===== src/rtl/msst_pkg.sv =====
`default_nettype none

package msst_pkg;

    localparam int MS_W   = 16;
    localparam int SLOT_W = 2;

    // Input item kinds
    localparam logic [1:0] KIND_TICK      = 2'd0;
    localparam logic [1:0] KIND_REG_ONCE  = 2'd1;
    localparam logic [1:0] KIND_REG_CYCLE = 2'd2;
    localparam logic [1:0] KIND_PROCESS   = 2'd3;

    // Slot modes
    localparam logic [1:0] MODE_INACTIVE = 2'd0;
    localparam logic [1:0] MODE_PERIODIC = 2'd1;
    localparam logic [1:0] MODE_ONE_SHOT = 2'd2;

    // Result kinds
    localparam logic RES_REGISTER = 1'b0;
    localparam logic RES_EXPIRY   = 1'b1;

    // Broadcast command from the controller to every cell
    typedef struct packed {
        logic              tick;
        logic              reg_go;
        logic              one_shot;
        logic [MS_W-1:0]   target;
        logic              notify;
    } cmd_t;

    // Result carried along the row of cells
    typedef struct packed {
        logic              hit;
        logic [SLOT_W-1:0] slot;
        logic [MS_W-1:0]   elapsed;
        logic              last;
    } notice_t;

endpackage

`default_nettype wire


===== src/rtl/msst_cell.sv =====
`default_nettype none

module msst_cell
    import msst_pkg::*;
#(
    parameter int IDX = 0
)(
    input  wire logic    clk,
    input  wire logic    rst_n,
    input  wire cmd_t    cmd,
    input  wire logic    tok_in,
    output logic         tok_out,
    input  wire logic    free_in,
    output logic         free_out,
    input  wire logic    later_in,
    output logic         later_out,
    input  wire notice_t grant_in,
    output notice_t      grant_out,
    input  wire notice_t note_in,
    output notice_t      note_out
);

    localparam logic [SLOT_W-1:0] SLOT_ID = SLOT_W'(IDX);

    logic [1:0]      mode_reg, mode_next;
    logic [MS_W-1:0] target_reg, target_next;
    logic [MS_W-1:0] elapsed_reg, elapsed_next;
    logic            notify_reg, notify_next;
    logic            tok_reg;

    logic active, inactive, due, claim, fire, emit;

    assign inactive = (mode_reg == MODE_INACTIVE);
    assign active   = (mode_reg == MODE_PERIODIC) || (mode_reg == MODE_ONE_SHOT);
    assign due      = active && (elapsed_reg >= target_reg);

    // Grant chain: the lowest free cell takes the registration
    assign claim    = cmd.reg_go && free_in && inactive;
    assign free_out = free_in && !inactive;

    // Scan token sits here for one cycle
    assign fire     = tok_reg && due;
    assign emit     = fire && notify_reg;

    // Tell lower cells whether a notice is still to come from here or above
    assign later_out = later_in || (due && notify_reg);

    assign tok_out = tok_reg;

    always_comb
    begin
        grant_out = grant_in;
        if (claim)
        begin
            grant_out.hit     = 1'b1;
            grant_out.slot    = SLOT_ID;
            grant_out.elapsed = '0;
            grant_out.last    = 1'b1;
        end
    end

    always_comb
    begin
        note_out = note_in;
        if (emit)
        begin
            note_out.hit     = 1'b1;
            note_out.slot    = SLOT_ID;
            note_out.elapsed = elapsed_reg;
            note_out.last    = !later_in;
        end
    end

    always_comb
    begin
        mode_next    = mode_reg;
        target_next  = target_reg;
        elapsed_next = elapsed_reg;
        notify_next  = notify_reg;
        if (cmd.tick)
        begin
            elapsed_next = elapsed_reg + MS_W'(1);
        end
        if (claim)
        begin
            mode_next    = cmd.one_shot ? MODE_ONE_SHOT : MODE_PERIODIC;
            target_next  = cmd.target;
            elapsed_next = '0;
            notify_next  = cmd.notify;
        end
        if (fire)
        begin
            elapsed_next = '0;
            if (mode_reg == MODE_ONE_SHOT)
            begin
                mode_next = MODE_INACTIVE;
            end
        end
    end

    always_ff @(posedge clk or negedge rst_n)
    begin
        if (!rst_n)
        begin
            mode_reg    <= MODE_INACTIVE;
            elapsed_reg <= '0;
            tok_reg     <= 1'b0;
        end
        else
        begin
            mode_reg    <= mode_next;
            elapsed_reg <= elapsed_next;
            tok_reg     <= tok_in;
        end
    end

    always_ff @(posedge clk)
    begin
        target_reg <= target_next;
        notify_reg <= notify_next;
    end

endmodule

`default_nettype wire


===== src/rtl/multi_slot_software_timer.sv =====
`default_nettype none

// Bank of SLOTS software timer slots built as a row of identical cells, one
// per slot. A tick transaction advances every slot's elapsed count and
// gives no result. A register transaction is decided combinationally
// by a grant chain that runs from slot 0 upward; its answer appears on the
// result ports in the next cycle and busy stays low, so a new transaction
// may start right away. A process transaction launches a scan token that
// steps through one cell per cycle: busy is high while the token is in
// any cell, and each due slot with notify set puts one expiry notice on the
// result ports, in ascending slot order, in the cycle after the token visits
// it. Results are shown for exactly one cycle with strobe high and cannot
// be held off; last marks the final result of a transaction. A process
// transaction with nothing to report gives no result at all.
module multi_slot_software_timer
    import msst_pkg::*;
#(
    parameter int SLOTS = 4
)(
    input  wire logic              clk,
    input  wire logic              rst_n,
    input  wire logic              start,
    output logic                   busy,
    input  wire logic [1:0]        kind,
    input  wire logic [MS_W-1:0]   target_ticks,
    input  wire logic              notify,
    output logic                   strobe,
    output logic                   result_kind,
    output logic                   accepted,
    output logic [SLOT_W-1:0]      slot,
    output logic [MS_W-1:0]        elapsed_ticks,
    output logic                   last
);

    logic    take;
    cmd_t    cmd;
    logic    launch;

    logic    [SLOTS-1:0] tok_bits;
    logic    free_c  [SLOTS+1];
    logic    later_c [SLOTS+1];
    notice_t grant_c [SLOTS+1];
    notice_t note_c  [SLOTS+1];

    logic              strobe_reg,  strobe_next;
    logic              rkind_reg,   rkind_next;
    logic              acc_reg,     acc_next;
    logic [SLOT_W-1:0] slot_reg,    slot_next;
    logic [MS_W-1:0]   elapsed_reg, elapsed_next;
    logic              last_reg,    last_next;

    // Accept a transaction only while no scan is in flight
    assign busy = |tok_bits;
    assign take = start && !busy;

    always_comb
    begin
        cmd.tick     = take && (kind == KIND_TICK);
        cmd.reg_go   = take && ((kind == KIND_REG_ONCE) || (kind == KIND_REG_CYCLE));
        cmd.one_shot = (kind == KIND_REG_ONCE);
        cmd.target   = target_ticks;
        cmd.notify   = notify;
    end

    // Drop the scan token into slot 0
    assign launch = take && (kind == KIND_PROCESS);

    // Chain ends: the grant and notice chains start empty at slot 0, the
    // look-ahead for pending notices starts empty above the top slot
    assign free_c[0]      = 1'b1;
    assign grant_c[0]     = '0;
    assign note_c[0]      = '0;
    assign later_c[SLOTS] = 1'b0;

    for (genvar i = 0; i < SLOTS; i++)
    begin : g_cell
        logic tok_in_w;
        if (i == 0)
        begin : g_head
            assign tok_in_w = launch;
        end
        else
        begin : g_body
            assign tok_in_w = tok_bits[i-1];
        end

        msst_cell #(
            .IDX (i)
        ) u_cell (
            .clk       (clk),
            .rst_n     (rst_n),
            .cmd       (cmd),
            .tok_in    (tok_in_w),
            .tok_out   (tok_bits[i]),
            .free_in   (free_c[i]),
            .free_out  (free_c[i+1]),
            .later_in  (later_c[i+1]),
            .later_out (later_c[i]),
            .grant_in  (grant_c[i]),
            .grant_out (grant_c[i+1]),
            .note_in   (note_c[i]),
            .note_out  (note_c[i+1])
        );
    end

    // Result register: a registration answer or the notice from the cell
    // that holds the scan token this cycle; the two never coincide
    always_comb
    begin
        strobe_next  = 1'b0;
        rkind_next   = RES_REGISTER;
        acc_next     = 1'b0;
        slot_next    = '0;
        elapsed_next = '0;
        last_next    = 1'b0;
        if (cmd.reg_go)
        begin
            strobe_next = 1'b1;
            acc_next    = grant_c[SLOTS].hit;
            slot_next   = grant_c[SLOTS].slot;
            last_next   = 1'b1;
        end
        else if (note_c[SLOTS].hit)
        begin
            strobe_next  = 1'b1;
            rkind_next   = RES_EXPIRY;
            acc_next     = 1'b1;
            slot_next    = note_c[SLOTS].slot;
            elapsed_next = note_c[SLOTS].elapsed;
            last_next    = note_c[SLOTS].last;
        end
    end

    always_ff @(posedge clk or negedge rst_n)
    begin
        if (!rst_n)
        begin
            strobe_reg <= 1'b0;
        end
        else
        begin
            strobe_reg <= strobe_next;
        end
    end

    always_ff @(posedge clk)
    begin
        rkind_reg   <= rkind_next;
        acc_reg     <= acc_next;
        slot_reg    <= slot_next;
        elapsed_reg <= elapsed_next;
        last_reg    <= last_next;
    end

    assign strobe        = strobe_reg;
    assign result_kind   = rkind_reg;
    assign accepted      = acc_reg;
    assign slot          = slot_reg;
    assign elapsed_ticks = elapsed_reg;
    assign last          = last_reg;

`ifndef NO_ASSERTIONS
    // At most one cell holds the scan token
    a_token_single: assert property (@(posedge clk) disable iff (!rst_n)
        $onehot0(tok_bits))
        else $error("scan token held by more than one cell");

    // A registration answer follows an accepted register transaction
    a_reg_answer: assert property (@(posedge clk) disable iff (!rst_n)
        (strobe && (result_kind == RES_REGISTER)) |->
        $past(start && !busy && ((kind == KIND_REG_ONCE) || (kind == KIND_REG_CYCLE))))
        else $error("registration answer without a register transaction");

    // A registration answer is always the final result
    a_reg_last: assert property (@(posedge clk) disable iff (!rst_n)
        (strobe && (result_kind == RES_REGISTER)) |-> last)
        else $error("registration answer not marked last");

    // Expiry notices only come out of a running scan
    a_notice_scan: assert property (@(posedge clk) disable iff (!rst_n)
        (strobe && (result_kind == RES_EXPIRY)) |-> $past(busy))
        else $error("expiry notice outside a scan");
`endif

endmodule

`default_nettype wire

===== config.mk =====
export PLATFORM = sky130hd
export DESIGN_NAME = multi_slot_software_timer
export DESIGN_NICKNAME = d
export VERILOG_FILES = /design/src/rtl/msst_pkg.sv /design/src/rtl/msst_cell.sv /design/src/rtl/multi_slot_software_timer.sv
export SDC_FILE = /design/constraint.sdc
export NUM_CORES = 1
export LEC_CHECK = 0
export BUFFER_PORTS_ARGS = -buffer_cell sky130_fd_sc_hd__buf_2
export CAP_MARGIN = 10
export CORE_UTILIZATION = 47
export CTS_BUF_LIST = sky130_fd_sc_hd__clkbuf_8
export CTS_CLUSTER_SIZE = 24
export DETAILED_ROUTE_END_ITERATION = 8
export GPL_TIMING_DRIVEN = 0
export PLACE_DENSITY = 0.66
export SLEW_MARGIN = 20
export SYNTH_ARGS = -nofsm -noshare
export SYNTH_HDL_FRONTEND = slang
export SYNTH_HIERARCHICAL = 1
export SYNTH_SLANG_ARGS = --single-unit

===== constraint.sdc =====
create_clock -name clk -period 3.5 [get_ports clk]
set_input_delay 0 -clock clk [delete_from_list [all_inputs] [get_ports clk]]
set_output_delay 0 -clock clk [all_outputs]
set_load 0.01 [all_outputs]

==> impl_metrics.py, run 1 <==
metrics = {
    "floorplan": {
        "die_y_um": 144,
        "std_cell_rows": 51,
        "die_w_um": 144,
        "die_area_um2": 20800,
        "pin_count": 45,
        "core-area_um2": 19700,
        "start_util_pct": 48.3,
    },
    "logic_synthesis": {
        "synth_area_um2": 9490,
        "ys_warn_count": 6,
        "synth.avg_cell_area_um2": 11.1,
        "syn_inst": 856,
    },
    "sta": {
        "fmax_ghz": 0.298,
        "post-route-period-util_pct": 96.0,
        "finalClockSkew_ns": 0.0147,
        "rsz0062_at_grt": "yes",
        "final-max-slew-violation-count": 0,
        "timing.slew.headroom_pct": 46.6,
        "finalSetupViolCount": 0,
        "fin_ws_ns": 0.140,
        "final_hold_viol_count": 0,
        "worst_slew_pin_slew_ns": 0.800,
        "finalCriticalPeriod_ns": 3.36,
    },
    "final_layout": {
        "nets": 1070,
        "drive_gt1_share_pct": 21.4,
        "fillers": 1751,
        "design_area_um2": 10900,
        "fin_cells": 1247,
        "syn2layout_area_growth_pct": 14.6,
        "antenna_cells": 0,
        "final_core_util_pct": 55.3,
    },
    "drt": {
        "viasPerCell": 4.96,
        "drtPass1Iterations": 4,
        "avgRoutedWirePerCell_um": 15.2,
        "vias": 6191,
        "wl_mm": 18.9,
        "dr.first_iter.drc_count": 351,
        "ant_nets": 0,
        "drc": 0,
    },
    "placed_design": {
        "dp_hpwl_mm": 14.5,
        "place_area_um2": 10200,
        "dpl.cell_count": 1191,
        "dp_slack_ns": -0.215,
        "portBuffers": 44,
        "globalplace.congestion": 0.855,
    },
    "clock_network": {
        "htreeDepth": 4,
        "clk_latency_ns": 0.46,
        "clk_pin_slew_ns": 0.09,
        "clockBufferDepth": 2,
        "cts.sinks": 166,
        "cts_buffers": 17,
        "cts_tree": "done",
        "clockRootBuffer": "clkbuf_8",
    },
    "critical_path": {
        "setup.worst_path.start_class": "flip-flop",
        "r2r_slack_ns": 0.14,
        "crit_start": "g_cell[1].u_cell/elapsed_reg[0]$_DFFE_PN0P_",
        "crit_path_end_kind": "flip-flop",
        "critPathRequiredTime_ns": 3.85,
        "rr_worst_depth": 12,
        "cp_data_arrival_time_ns": 3.71,
        "timing.rr.start": "g_cell[1].u_cell/elapsed_reg[0]$_DFFE_PN0P_",
        "critPathKind": "reg -> reg",
        "path_max_fanout": 10,
        "reg2reg_to": "elapsed_ticks[3]$_SDFF_PP0_",
        "crit_end": "elapsed_ticks[3]$_SDFF_PP0_",
    },
    "flow_run": {
        "maxCapViolations": 0,
    },
    "pwr": {
        "p_leak_uw": 0.00532,
        "power_uw": 4740,
        "p_per_area_nw_per_um2": 436,
        "ir_drop_v": 0.000238,
    },
    "global_route": {
        "grt_max_degree": 43,
        "first_global_vias": 5856,
        "overflow": 0,
        "grt_pass1_wl_mm": 30.4,
        "antenna_found_initial": 0,
        "grt.total_usage_pct": 19.8,
    },
    "min_path": {
        "hold_path.class": "in -> async",
    },
    "run_status": {
        "status": "finished clean",
    },
}
area by class of cell:
cell class | instances | area (µm²) | share of cell area [%]
inverter | 86 | 323 | 2.97
clock inverter | 13 | 154 | 1.42
multi-input combinational | 600 | 4740 | 43.6
tap | 265 | 332 | 3.05
buffer | 29 | 189 | 1.74
timing repair buffer | 69 | 480 | 4.42
sequential | 166 | 4390 | 40.4
clock buffer | 19 | 262 | 2.40
metrics by stage:
step / setup TNS [ns] / hold slack (ns)
4_1_cts: 0 / 0.0522
3_5_place_dp: -3.12 / 0.0344
2_1_floorplan: 0 / -0.296
5_1_grt: -0.00534 / 0.0801
3_3_place_gp: -2.74 / 0.255
6_report: 0 / 0.0511
worst min-delay path by stage:
stage | endpoint | slack, ns | depth (start not counted)
after floorplan | g_cell[0].u_cell/elapsed_reg[0]$_DFFE_PN0P_ | -0.30 | 0
after global placement | g_cell[0].u_cell/notify_reg$_DFFE_PP_ | 0.26 | 1
after detailed placement | g_cell[0].u_cell/elapsed_reg[11]$_DFFE_PN0P_ | 0.03 | 1
after CTS | g_cell[0].u_cell/elapsed_reg[11]$_DFFE_PN0P_ | 0.05 | 2
after global routing | g_cell[0].u_cell/elapsed_reg[11]$_DFFE_PN0P_ | 0.08 | 2
final | g_cell[0].u_cell/elapsed_reg[11]$_DFFE_PN0P_ | 0.05 | 2
routing by layer:
layer | global-route usage (%) | part of all wire, % | up-vias
met5 | 0 | 0 | -
met4 | 6.77 | 1.6 | 0
met3 | 3.61 | 3.5 | 16
met2 | 31.0 | 45 | 99
met1 | 27.4 | 50 | 2940
li1 | - | - | 3136
placed cells by master (no fill, tap or decap), types with 10 or more instances in the layout:
cell type,instances
conb_1,27
o21ai_0,12
nand3_1,16
ha_1,79
edfxtp_1,68
nand4_1,28
nor2_1,92
nand2b_1,20
buf_6,10
nand2_1,62
dfrtp_1,75
clkbuf_8,19
mux2_4,64
buf_2,47
dfxtp_1,21
dlygate4sd3_1,20
mux2i_1,10
xor2_1,36
inv_1,86
xnor2_1,24
and2_1,12
clkbuf_1,15
a21oi_1,20
power breakdown:
part           total [µW]  leakage [µW]  internal, µW  switching (µW)
combinational         936       0.00328           437             499
clock                1440      0.000212           739             706
sequential           2360       0.00183          2200             153
repair_timing:
action | 4_1_cts | 5_1_grt
setup buffers | 0 | 4
hold endpoints to repair | 147 | 0
hold buffers | 20 | 0
setup endpoints to repair | 17 | 17
resized for setup | 5 | 8
worst max-delay path: stages, from the launching register on:
cell and delay, ns:
dfrtp_1 0.49, inv_1 0.08, ha_1 0.26, nand2b_1 0.14
a2111oi_1 0.51, or4b_1 0.22, nand3_2 0.16, nand3_2 0.18
buf_6 0.19, mux2_4 0.33, mux2_4 0.27, mux2_4 0.25
and2_2 0.16
Note: power is estimated with default switching activity, not from simulation.
==> run 2, diff against run 1 <==
- ABC_AREA: not set -> 1
- PLACE_DENSITY: 0.66 -> 0.65
==> impl_metrics.py, run 2 <==
metrics = {
    "run_status": {
        "status": "finished, violations left",
        "violations": "DRC",
    },
    "sta": {
        "final-max-slew-violation-count": 0,
        "fmax_ghz": 0.309,
        "timing.slew.headroom_pct": 36.5,
        "post-route-period-util_pct": 92.4,
        "finalSetupViolCount": 0,
        "rsz0062_at_grt": "no",
        "finalClockSkew_ns": 0.0136,
        "worst_slew_pin_slew_ns": 0.951,
        "fin_ws_ns": 0.265,
        "finalCriticalPeriod_ns": 3.24,
        "finalSetupTns_ns": 0,
        "final_hold_viol_count": 0,
    },
    "final_layout": {
        "final_core_util_pct": 54.2,
        "fillers": 2093,
        "fin_cells": 1773,
        "nets": 1581,
        "syn2layout_area_growth_pct": 12.3,
        "layout_common_cells": "nand2_1, inv_1, nand4_1, ha_1, dfrtp_1",
        "final_common_cell": "nand2_1",
        "antenna_cells": 0,
        "drive_gt1_share_pct": 10.6,
    },
    "global_route": {
        "overflow": 0,
        "grt_pass1_wl_mm": 43.1,
        "antenna_found_initial": 0,
        "grt_max_degree": 52,
        "grt.total_usage_pct": 23.7,
        "first_global_vias": 8492,
    },
    "critical_path": {
        "crit_chain": "nor2_2 > nand4_4 > inv_1 > nand3_1 > inv_1 > or2_2 > or2_2 > or2_2 > or2_2 > nand3_1 > nand2_1",
        "critPathKind": "reg -> reg",
        "path_max_fanout": 21,
        "critPathRequiredTime_ns": 3.87,
        "slowest_delay_ns": 0.56,
        "path_delay_family": "simple AND/OR/NAND/NOR gates",
        "setup.worst_path.start_class": "flip-flop",
        "cp_data_arrival_time_ns": 3.60,
        "crit_top_cell": "or2_2",
        "crit_buf_inv": 2,
        "critPathSlowestCell": "dfrtp_1",
        "crit_path_end_kind": "flip-flop",
    },
    "floorplan": {
        "core-area_um2": 22000,
        "die_y_um": 152,
        "std_cell_rows": 54,
        "die_w_um": 152,
        "die_area_um2": 23200,
        "start_util_pct": 48.3,
        "pin_count": 45,
    },
    "pwr": {
        "ir_drop_v": 0.000266,
        "p_per_area_nw_per_um2": 361,
        "power_uw": 4290,
        "p_leak_uw": 0.00660,
    },
    "drt": {
        "drtPass1Iterations": 7,
        "wl_mm": 26.6,
        "dr.first_iter.drc_count": 659,
        "drc": 3,
        "vias": 8977,
        "viasPerCell": 5.06,
        "ant_nets": 0,
        "avgRoutedWirePerCell_um": 15.0,
    },
    "clock_network": {
        "cts.sinks": 166,
        "clk_pin_slew_ns": 0.09,
        "cts_tree": "done",
        "htreeDepth": 4,
        "clk_latency_ns": 0.47,
        "clockBufferDepth": 2,
        "cts_buffers": 17,
        "clockRootBuffer": "clkbuf_8",
        "ctsResizeCount": 0,
    },
    "logic_synthesis": {
        "ys_warn_count": 6,
        "syn_inst": 1371,
        "synth.avg_cell_area_um2": 7.73,
        "synth_area_um2": 10600,
    },
    "placed_design": {
        "dp_hpwl_mm": 20.0,
        "dp_slack_ns": 0.258,
        "portBuffers": 44,
        "globalplace.congestion": 0.905,
        "dpl.cell_count": 1721,
    },
    "flow_run": {
        "maxCapViolations": 0,
    },
    "min_path": {
        "hold_path.class": "in -> async",
    },
}
==> run 2: cell count changes in the layout (fill, tap and decap cells not counted), sizes merged, moves of 20 or more <==
cell / before / now
and2: 28 / 0
xnor2: 24 / 4
o21ai: 12 / 60
nand4: 32 / 85
nand3: 24 / 64
nand2b: 20 / 0
mux2: 64 / 0
nor2: 92 / 72
a21oi: 20 / 40
nand2: 62 / 410
inv: 87 / 300
xor2: 36 / 12
==> run 2: layout make-up <==
cell class / count / area, µm² / share of cell area, %
plain buffers: 40 / 241 / 2.03
clock buffers: 18 / 248 / 2.08
clock inverters: 14 / 148 / 1.24
inverters: 293 / 1100 / 9.24
multi-input cells: 896 / 4960 / 41.7
flip-flops and latches: 166 / 4390 / 36.9
well taps: 280 / 350 / 2.94
repair buffers: 66 / 462 / 3.88
==> run 2: per-stage QoR <==
stage | hold WS, ns | area [µm²]
final | 0.00908 | 11900
after global routing | 0.0193 | 11900
after CTS | 0.0151 | 11900
after detailed placement | -0.0307 | 11300
after global placement | 0.277 | 11300
after floorplan | -0.296 | 10700
==> run 2: layer usage <==
metal	part of all wire, %	GRT usage (%)
met1	45	29.8
met2	49	41.3
met3	3.5	3.73
met4	2.3	8.60
met5	0	0
==> run 2: final timing paths <==
kind | start | depth (start not counted) | endpoint | slack, ns
max reg2reg | g_cell[0].u_cell/tok_out$_DFF_PN0_ | 11 | accepted$_DFF_P_ | 0.26
max | g_cell[0].u_cell/tok_out$_DFF_PN0_ | 11 | accepted$_DFF_P_ | 0.26
min reg2reg | g_cell[1].u_cell/tok_out$_DFF_PN0_ | 0 | g_cell[2].u_cell/tok_out$_DFF_PN0_ | 0.56
max in group asynchronous | rst_n | 3 | g_cell[0].u_cell/elapsed_reg[11]$_DFFE_PN0P_ | 2.86
min | rst_n | 2 | g_cell[3].u_cell/elapsed_reg[3]$_DFFE_PN0P_ | 0.009
min in group clk | kind[0] | 5 | slot[0]$_DFF_P_ | 0.11
==> run 2: worst register-to-register path, delay by kind of cell, from the launching register on <==
| kind | cells | cell delay, ns |
|---|---|---|
| buffers and inverters | 2 | 0.60 |
| flip-flops | 1 | 0.56 |
| AND/OR/NAND/NOR | 9 | 1.98 |
==> run 2: where the power goes <==
part           switching [µW]  leakage (µW)  internal, µW
registers                 130       0.00182          2110
logic                     364       0.00456           252
clock network             724      0.000220           710
total                    1220       0.00660          3070
==> run 2: timing repair <==
action / 4_1_cts / 5_1_grt
hold buffers: 20 / 0
endpoints found under the hold margin: 151 / 0
buffers inserted: 0 / 0
==> run 3, diff against run 2 <==
- REMOVE_ABC_BUFFERS: not set -> 1
==> impl_metrics.py, run 3 (synthesized netlist as in run 2, its figures left out) <==
metrics = {
    "drt": {
        "ant_nets": 0,
        "wl_mm": 26.0,
        "dr.first_iter.drc_count": 632,
        "drtPass1Iterations": 7,
        "vias": 8869,
        "viasPerCell": 5.09,
        "drc": 3,
        "avgRoutedWirePerCell_um": 14.9,
    },
    "clock_network": {
        "cts.sinks": 166,
        "cts_tree": "done",
        "clockRootBuffer": "clkbuf_8",
        "clk_latency_ns": 0.45,
        "clockBufferDepth": 2,
        "clk_pin_slew_ns": 0.09,
        "htreeDepth": 4,
        "cts_buffers": 17,
    },
    "final_layout": {
        "layout_common_cells": "nand2_1, inv_1, nand4_1, ha_1, dfrtp_1",
        "seq_area_um2": 4400,
        "antenna_cells": 0,
        "design_area_um2": 11700,
        "drive_gt1_share_pct": 10.3,
        "syn2layout_area_growth_pct": 10.5,
        "multi_input_area_um2": 4980,
        "final_common_cell": "nand2_1",
        "fillers": 2061,
        "nets": 1550,
    },
    "pwr": {
        "power_uw": 4200,
        "p_leak_uw": 0.00648,
        "p_per_area_nw_per_um2": 359,
        "ir_drop_v": 0.000244,
    },
    "placed_design": {
        "portBuffers": 44,
        "dp_slack_ns": -0.312,
        "globalplace.congestion": 0.898,
        "place_area_um2": 11100,
        "dp_hpwl_mm": 18.7,
    },
    "floorplan": {
        "die_y_um": 152,
        "std_cell_rows": 54,
        "start_util_pct": 48.3,
        "pin_count": 45,
        "die_w_um": 152,
        "core-area_um2": 22000,
        "die_area_um2": 23200,
    },
    "global_route": {
        "antenna_found_initial": 0,
        "grt_max_degree": 44,
        "grt_pass1_wl_mm": 42.6,
        "overflow": 0,
        "grt.total_usage_pct": 23.2,
        "first_global_vias": 8459,
    },
    "critical_path": {
        "cp_data_arrival_time_ns": 3.56,
        "critPathRequiredTime_ns": 3.85,
        "crit_start": "g_cell[3].u_cell/tok_out$_DFF_PN0_",
        "crit_path_end_kind": "flip-flop",
        "path_max_fanout": 23,
        "reg2reg_to": "accepted$_DFF_P_",
        "crit_end": "accepted$_DFF_P_",
        "critPathKind": "reg -> reg",
        "setup.worst_path.start_class": "flip-flop",
        "r2r_slack_ns": 0.28,
        "rr_worst_depth": 11,
        "timing.rr.start": "g_cell[3].u_cell/tok_out$_DFF_PN0_",
    },
    "sta": {
        "timing.slew.headroom_pct": 33.7,
        "finalClockSkew_ns": 0.0114,
        "finalCriticalPeriod_ns": 3.22,
        "post-route-period-util_pct": 91.9,
        "whs_ns": 0.0796,
        "final_hold_viol_count": 0,
        "final-max-slew-violation-count": 0,
        "finalSetupViolCount": 0,
        "fmax_ghz": 0.311,
        "worst_slew_pin_slew_ns": 0.994,
        "rsz0062_at_grt": "no",
        "fin_ws_ns": 0.284,
    },
    "min_path": {
        "hold_path.class": "in -> async",
    },
    "run_status": {
        "violations": "DRC",
        "status": "finished, violations left",
    },
    "flow_run": {
        "maxCapViolations": 0,
    },
}
[run 3: cell count changes in the layout (fill, tap and decap cells not counted), sizes merged]
cell      before  now
bufinv         3    2
clkinv         3    7
buf           73   52
clkbuf        31   17
clkinvlp       1    4
nand4         85   87
inv          300  296
[run 3: worst max-delay path: stages, from the launching register on]
cell and delay, ns:
dfrtp_2 0.75, nor2_2 0.13, nand4_4 0.14, inv_1 0.12
nand3_1 0.41, clkinvlp_4 0.23, or2_2 0.30, or2_2 0.30
or2_2 0.29, or2_2 0.30, nand3_1 0.08, nand2_1 0.05
[run 3: timing repair]
item,in CTS,in global routing
gates resized for setup,4,2
pin swaps,0,1
hold buffers,20,0
endpoints found under the setup margin,1,18
cloned,0,3
hold endpoints to repair,151,0
setup buffers,0,6
[run 3: stage by stage]
step / setup TNS (ns) / util [%] / instances
6_report: 0 / 53.3 / 1742
5_1_grt: 0 / 53.3 / 1742
4_1_cts: 0 / 53.0 / 1733
3_5_place_dp: -0.312 / 50.4 / 1681
3_3_place_gp: -2.26 / 50.2 / 1679
2_1_floorplan: 0 / - / 1355
[run 3: how the worst min path moves through the flow]
stage / endpoint / slack [ns] / cells past startpoint
final: g_cell[2].u_cell/elapsed_reg[6]$_DFFE_PN0P_ / 0.08 / 2
after global routing: g_cell[3].u_cell/elapsed_reg[13]$_DFFE_PN0P_ / 0.11 / 2
after CTS: g_cell[0].u_cell/mode_reg[1]$_DFF_PN0_ / 0.08 / 2
after detailed placement: g_cell[3].u_cell/elapsed_reg[0]$_DFFE_PN0P_ / 0.03 / 1
after global placement: g_cell[3].u_cell/target_reg[11]$_DFFE_PP_ / 0.26 / 1
after floorplan: g_cell[0].u_cell/elapsed_reg[0]$_DFFE_PN0P_ / -0.30 / 0
[run 3: layout make-up]
| cell class | instances | area share, % |
|---|---|---|
| clock buffers | 17 | 2.00 |
| clock inverters | 15 | 1.19 |
| inverters | 293 | 9.42 |
| multi-input cells | 898 | 42.5 |
| flip-flops and latches | 166 | 37.5 |
| well taps | 280 | 2.99 |
| repair buffers | 72 | 4.33 |
| repair inverters | 1 | 0.0427 |
[run 3: per-layer routing]
metal  global-route usage, %  vias up  part of all wire [%]
met2                    39.6      221                    48
met3                    3.50       30                   4.3
met4                    7.58        0                   2.3
li1                        -     4514                     -
met1                    30.2     4104                    46
met5                       0        -                     0
[run 3: power breakdown]
part	total (µW)	leakage [µW]	switching [µW]	internal (µW)
clock	1350	0.000191	722	625
sequential	2260	0.00181	144	2110
combinational	596	0.00447	350	247
